$ cat src/rtl/core/mst_pkg.sv
package mst_pkg;

   localparam int MAX_POINTS = 256;
   localparam int COORD_BITS = 16;
   localparam int FRAC_BITS  = 8;

   localparam int IDX_BITS   = $clog2(MAX_POINTS);
   localparam int CNT_BITS   = $clog2(MAX_POINTS + 1);
   localparam int DIFF_BITS  = COORD_BITS + 1;
   localparam int DIST_BITS  = 2 * COORD_BITS + 2;
   localparam int ROOT_BITS  = DIST_BITS / 2 + FRAC_BITS + 1;
   localparam int TOTAL_BITS = 33;
   localparam int AVG_BITS   = 25;

   localparam logic [TOTAL_BITS-1:0] TOTAL_MAX = '1;
   localparam logic [AVG_BITS-1:0]   AVG_ONE   = AVG_BITS'(1) << FRAC_BITS;

endpackage

$ cat src/rtl/core/mst_sqrt.sv
// Restoring square root, one result bit per cycle: floor(sqrt(d * 4^FRAC_BITS))
module mst_sqrt import mst_pkg::*; (
   input  logic                  clock,
   input  logic                  reset,
   input  logic                  start,
   input  logic [DIST_BITS-1:0]  radicand,
   output logic                  done,
   output logic [ROOT_BITS-1:0]  root
);
   localparam int RAD_BITS  = DIST_BITS + 2 * FRAC_BITS + 2;
   localparam int STEPS     = RAD_BITS / 2;
   localparam int STEP_BITS = $clog2(STEPS + 1);
   localparam int REM_BITS  = ROOT_BITS + 3;

   logic [RAD_BITS-1:0]  rad_ff, rad_in;
   logic [REM_BITS-1:0]  rem_ff, rem_in;
   logic [ROOT_BITS-1:0] root_ff, root_in;
   logic [STEP_BITS-1:0] step_ff, step_in;
   logic                 busy_ff, busy_in, done_ff, done_in;
   logic [REM_BITS-1:0]  rem_sh, trial;

   // Shift in the next digit pair and try the next root bit
   always_comb begin
      rem_sh  = {rem_ff[REM_BITS-3:0], rad_ff[RAD_BITS-1 -: 2]};
      trial   = REM_BITS'({root_ff, 2'b01});
      rad_in  = rad_ff;
      rem_in  = rem_ff;
      root_in = root_ff;
      step_in = step_ff;
      busy_in = busy_ff;
      done_in = 1'b0;
      if (start) begin
         rad_in  = RAD_BITS'(radicand) << (2 * FRAC_BITS);
         rem_in  = '0;
         root_in = '0;
         step_in = STEP_BITS'(STEPS);
         busy_in = 1'b1;
      end else if (busy_ff) begin
         rad_in = rad_ff << 2;
         if (rem_sh >= trial) begin
            rem_in  = rem_sh - trial;
            root_in = {root_ff[ROOT_BITS-2:0], 1'b1};
         end else begin
            rem_in  = rem_sh;
            root_in = {root_ff[ROOT_BITS-2:0], 1'b0};
         end
         step_in = step_ff - 1'b1;
         if (step_ff == STEP_BITS'(1)) begin
            busy_in = 1'b0;
            done_in = 1'b1;
         end
      end
   end

   always_ff @(posedge clock) begin
      rad_ff  <= rad_in;
      rem_ff  <= rem_in;
      root_ff <= root_in;
      step_ff <= step_in;
      if (reset) begin
         busy_ff <= 1'b0;
         done_ff <= 1'b0;
      end else begin
         busy_ff <= busy_in;
         done_ff <= done_in;
      end
   end

   assign done = done_ff;
   assign root = root_ff;
endmodule

$ cat config.mk
export PLATFORM = sky130hd
export DESIGN_NAME = mst_sqrt
export DESIGN_NICKNAME = d
export VERILOG_FILES = /design/src/rtl/core/mst_pkg.sv /design/src/rtl/core/mst_sqrt.sv
export SDC_FILE = /design/constraint.sdc
export NUM_CORES = 1
export LEC_CHECK = 0
export BUFFER_PORTS_ARGS = -buffer_cell sky130_fd_sc_hd__buf_2
export CAP_MARGIN = 15
export CORE_AREA = 2 2 102 129
export DETAILED_ROUTE_END_ITERATION = 10
export DIE_AREA = 0 0 104 131
export PLACE_DENSITY = 0.63
export REMOVE_ABC_BUFFERS = 1
export SKIP_CTS_REPAIR_TIMING = 1
export SLEW_MARGIN = 15
export SYNTH_ARGS = -nofsm -noshare
export SYNTH_HDL_FRONTEND = slang
export SYNTH_SLANG_ARGS = --single-unit
$ cat constraint.sdc
create_clock -name clock -period 5.19 [get_ports clock]
set_input_delay 0.519 -clock clock [delete_from_list [all_inputs] [get_ports clock]]
set_output_delay 0.519 -clock clock [all_outputs]
set_load 0.05 [all_outputs]
==> tab_implementation.tex <==
\begin{tabular}{lr}
\hline
Metric & Value \\
\hline
\multicolumn{2}{l}{\textbf{Synth}} \\
Post-synth design cell area & $\sim$5500 um\^{}2 \\
Most instantiated flip-flop cell in the synthesis netlist & dfxtp\_1 \\
Largest cells by area after synthesis & dfxtp\_1, edfxtp\_1, ha\_1 \\
Synthesis Warnings & 0 \\
Synthesized netlist cell count & just under 600 \\
Number of distinct library cells after synthesis & 59 \\
Post-synthesis simple-gate area fraction & 0.1473 \\
Fraction of the mapped netlist area in compound gates & 0.1448 \\
Synthesized flop and latch total & 96 \\
Synth async-reset ratio & 0 \\
Proportion of synthesized chip area in sequential cells & 0.4122 \\
Number of synthesized flops with an enable pin & 34 \\
Area share of xor/xnor cells in the synthesized design & 0.04150 \\
Synthesized area divided by synthesized cell count & 9.413 um\^{}2 \\
Main combinational cell family by area after synthesis & simple AND/OR/NAND/NOR gates \\
Dominant cell type by area after synthesis & dfxtp\_1 \\
Adder-Cell Fraction of Synth Area & 0.06840 \\
Proportion of synthesized area in mux cells & 0.1334 \\
Post-synth top area share & 0.2262 \\
\multicolumn{2}{l}{\textbf{Timing}} \\
Worst slew margin relative to its limit & 0.2720 \\
RSZ-0062 raised after global routing & false \\
Maximum achievable frequency & 318.3 MHz \\
Transition at the pin with the smallest max-transition slack & 1.088 ns \\
Period Utilization, post-route & 0.6053 \\
Max-slew violation count & 0 \\
Count of final hold-check violations & 0 \\
Setup Skew & 0.008216 ns \\
Setup-failing EPs final & 0 \\
Shortest clock period the worst path allows after layout & 3.141 ns \\
Sum of negative setup slack & 0 ns \\
Crit path setup slack, layout & 2.049 ns \\
\multicolumn{2}{l}{\textbf{Drt}} \\
Post-DR wirelength/cell & approximately 15 um \\
Final routed DRC violation total & 0 \\
ANT nets after route & 0 \\
Detailed Route WL & 11770 um \\
DR iter-0 viols & between 200 and 300 \\
Vias & 4404 \\
Detailed-router iteration count before antenna repair & 6 \\
Routed via count divided by cell count & around 5.5 \\
\multicolumn{2}{l}{\textbf{Worst setup path}} \\
Highest fanout seen on the critical path & 26 \\
Critical path capture point type & register \\
Type of origin of the critical path & register \\
Start-to-end type of the worst setup path & reg2reg \\
Required time of the worst setup path & $\sim$5.4 ns \\
Critical path data arrival time & roughly 3.4 ns \\
\multicolumn{2}{l}{\textbf{Layout}} \\
Core utilization of the finished layout & 0.4981 \\
Proportion of layout cells with a drive suffix above 1 & 0.1937 \\
Area taken by multi-input logic gates & 2938 um\^{}2 \\
Combined flip-flop and latch cell area & between 2000 and 2500 um\^{}2 \\
Fill cell total of the finished layout & about 1200 \\
Diode insertion count for antenna repair & 0 \\
Area growth from synthesis to layout & 12.84\% \\
Layout Nets & 697 \\
\multicolumn{2}{l}{\textbf{Clocking}} \\
Maximum clock insertion buffer count & 2 \\
Total number of H-tree levels & 3 \\
CTS tree & yes \\
Register clock-pin slew on the reported worst setup and hold paths & around 0.070 ns \\
CTS root buf & clkbuf\_16 \\
CTS buffer count & 9 \\
Clock sink total & 96 \\
Clock insertion delay at the later pin of the skew report & between 0.3 and 0.4 ns \\
\multicolumn{2}{l}{\textbf{Global routing}} \\
Via count of the first global-routing pass & about 4400 \\
Global-route usage over all layers & 0.1769 \\
Largest net degree at the start of global routing & 69 \\
Remaining global-route overflow & 0 \\
Antenna violations before repair & 0 \\
Global-route wire length before repair & 19930 um \\
\multicolumn{2}{l}{\textbf{Pwr}} \\
Fraction of power spent switching nets & 0.4494 \\
Cell Pwr Density & 634.3 nW/um\^{}2 \\
Reported net switching power & 1.765 mW \\
Power after layout & 3.928 mW \\
Worst IR Drop VDD & 0.4773 mV \\
Internal power component & 2.163 mW \\
Clk pwr share & 0.170 \\
Sequential Power Share & 0.249 \\
Share of total power in combinational logic & 0.581 \\
Leakage power & between 2 and 3 nW \\
\multicolumn{2}{l}{\textbf{Placed design}} \\
Routability cong. & 0.9155 \\
Input/output buffers & between 60 and 70 \\
Sum of net half-perimeters after detailed placement & 8315 um \\
DP Worst Slack & 2.077 ns \\
\multicolumn{2}{l}{\textbf{Floorplanning}} \\
Initial Utilization & 0.4414 \\
Die Span X & 104 um \\
Die outline height & 131 um \\
Core Area & between 10000 and 15000 um\^{}2 \\
Top Ports & 64 \\
Die outline area & $\sim$14000 um\^{}2 \\
Number of rows created at floorplan & 46 \\
\multicolumn{2}{l}{\textbf{Flow run}} \\
Total of max-cap violations & 0 \\
\multicolumn{2}{l}{\textbf{Hold path}} \\
Worst min-delay path class & in2reg \\
\multicolumn{2}{l}{\textbf{Status}} \\
Run status & finished, final reports clean \\
\hline
\end{tabular}
[through the flow]
step | hold slack [ns] | std cells | instance area [um^2]
after global placement | 0.4488 | 787 | 5896
after global routing | 0.3348 | 803 | 6192
after floorplan | 0.4365 | 553 | 5346
after CTS | 0.3244 | 803 | 6192
final | 0.3300 | 803 | 6192
after detailed placement | 0.4679 | 787 | 5896
[routing by layer]
layer | global-route usage | wire [um] | vias to the layer above
li1 | - | - | 2170
met4 | 0.05803 | 201 | 0
met3 | 0.03323 | 656 | 22
met1 | 0.2067 | 5060 | 2072
met2 | 0.3289 | 5850 | 140
met5 | 0 | 0 | -
[final timing paths]
kind | startpoint | end | slack (ns) | depth (start not counted)
setup reg to reg | root[8] | rem_ff[22] | 2.05 | 9
setup / recovery | root[8] | rem_ff[22] | 2.05 | 9
hold reg to reg | rem_ff[25] | rem_ff[25] | 0.48 | 2
hold / removal | reset | busy_ff | 0.33 | 2
[cells in the mapped netlist, types with 14 or more instances]
| cell | n |
|---|---|
| nor2_1 | 65 |
| dfxtp_1 | 62 |
| nand2_1 | 58 |
| inv_1 | 39 |
| mux2i_1 | 36 |
| edfxtp_1 | 34 |
| mux2_2 | 33 |
| ha_1 | 30 |
| a21oi_1 | 28 |
| o21ai_0 | 22 |
| clkbuf_1 | 21 |
| xnor2_1 | 14 |
[layout make-up]
| type | instances | area share |
|---|---|---|
| repair buffers | 66 | 0.05456 |
| clock inverters | 6 | 0.01091 |
| well taps | 168 | 0.03395 |
| clock buffers | 10 | 0.03698 |
| multi-input cells | 418 | 0.4744 |
| inverters | 39 | 0.02364 |
| flip-flops and latches | 96 | 0.3655 |
[sequential cells by signal, indices dropped and copies added, names as in the netlist]
name	flops
rem_ff	27
root	26
busy_ff	1
rad_ff	36
done	1
step_ff	5
[cell usage in the layout, fill, tap and decap left out, drive strengths merged, types with 4 or more instances in the layout]
| cell type | count |
|---|---|
| inv | 41 |
| mux2i | 36 |
| xor2 | 12 |
| edfxtp | 34 |
| nand4 | 8 |
| o221ai | 4 |
| a21oi | 30 |
| nand3 | 11 |
| nor3 | 10 |
| nor2 | 65 |
| ha | 30 |
| a31oi | 4 |
| clkbuf | 10 |
| nand2b | 7 |
| a311oi | 9 |
| a211oi | 11 |
| mux2 | 33 |
| dfxtp | 62 |
| o21ai | 23 |
| xnor2 | 14 |
| nand2 | 59 |
| a21o | 6 |
| buf | 66 |
[logic make-up after synthesis]
kind of cell	count (synthesis)
AOI/OAI and AO/OA	113
adders and majority gates	30
DFF	96
xor gates and xnor gates	26
and+or+nand+nor	180
buffers and inverters	69
muxes	69
[power groups by stage]
| stage | clock network [mW] | logic, mW | registers (mW) |
|---|---|---|---|
| final | 0.667 | 2.28 | 0.977 |
| after global routing | 0.706 | 2.52 | 0.992 |
| after CTS | 0.687 | 2.26 | 0.978 |
| after detailed placement | 0 | 2.25 | 0.993 |
| after global placement | 0 | 2.22 | 0.990 |
| after floorplan | 0 | 1.75 | 0.992 |
[worst max-delay path, cell delays in order, from the launching register on]
cell      delay [ns]
dfxtp_1         0.37
inv_1           0.06
ha_1            0.42
nand2_2         0.11
nor4_1          0.35
a311oi_1        0.18
a32o_1          0.31
a21oi_4         0.68
nand2_1         0.28
o221ai_1        0.28
Note: power is estimated with default switching activity, not from simulation.
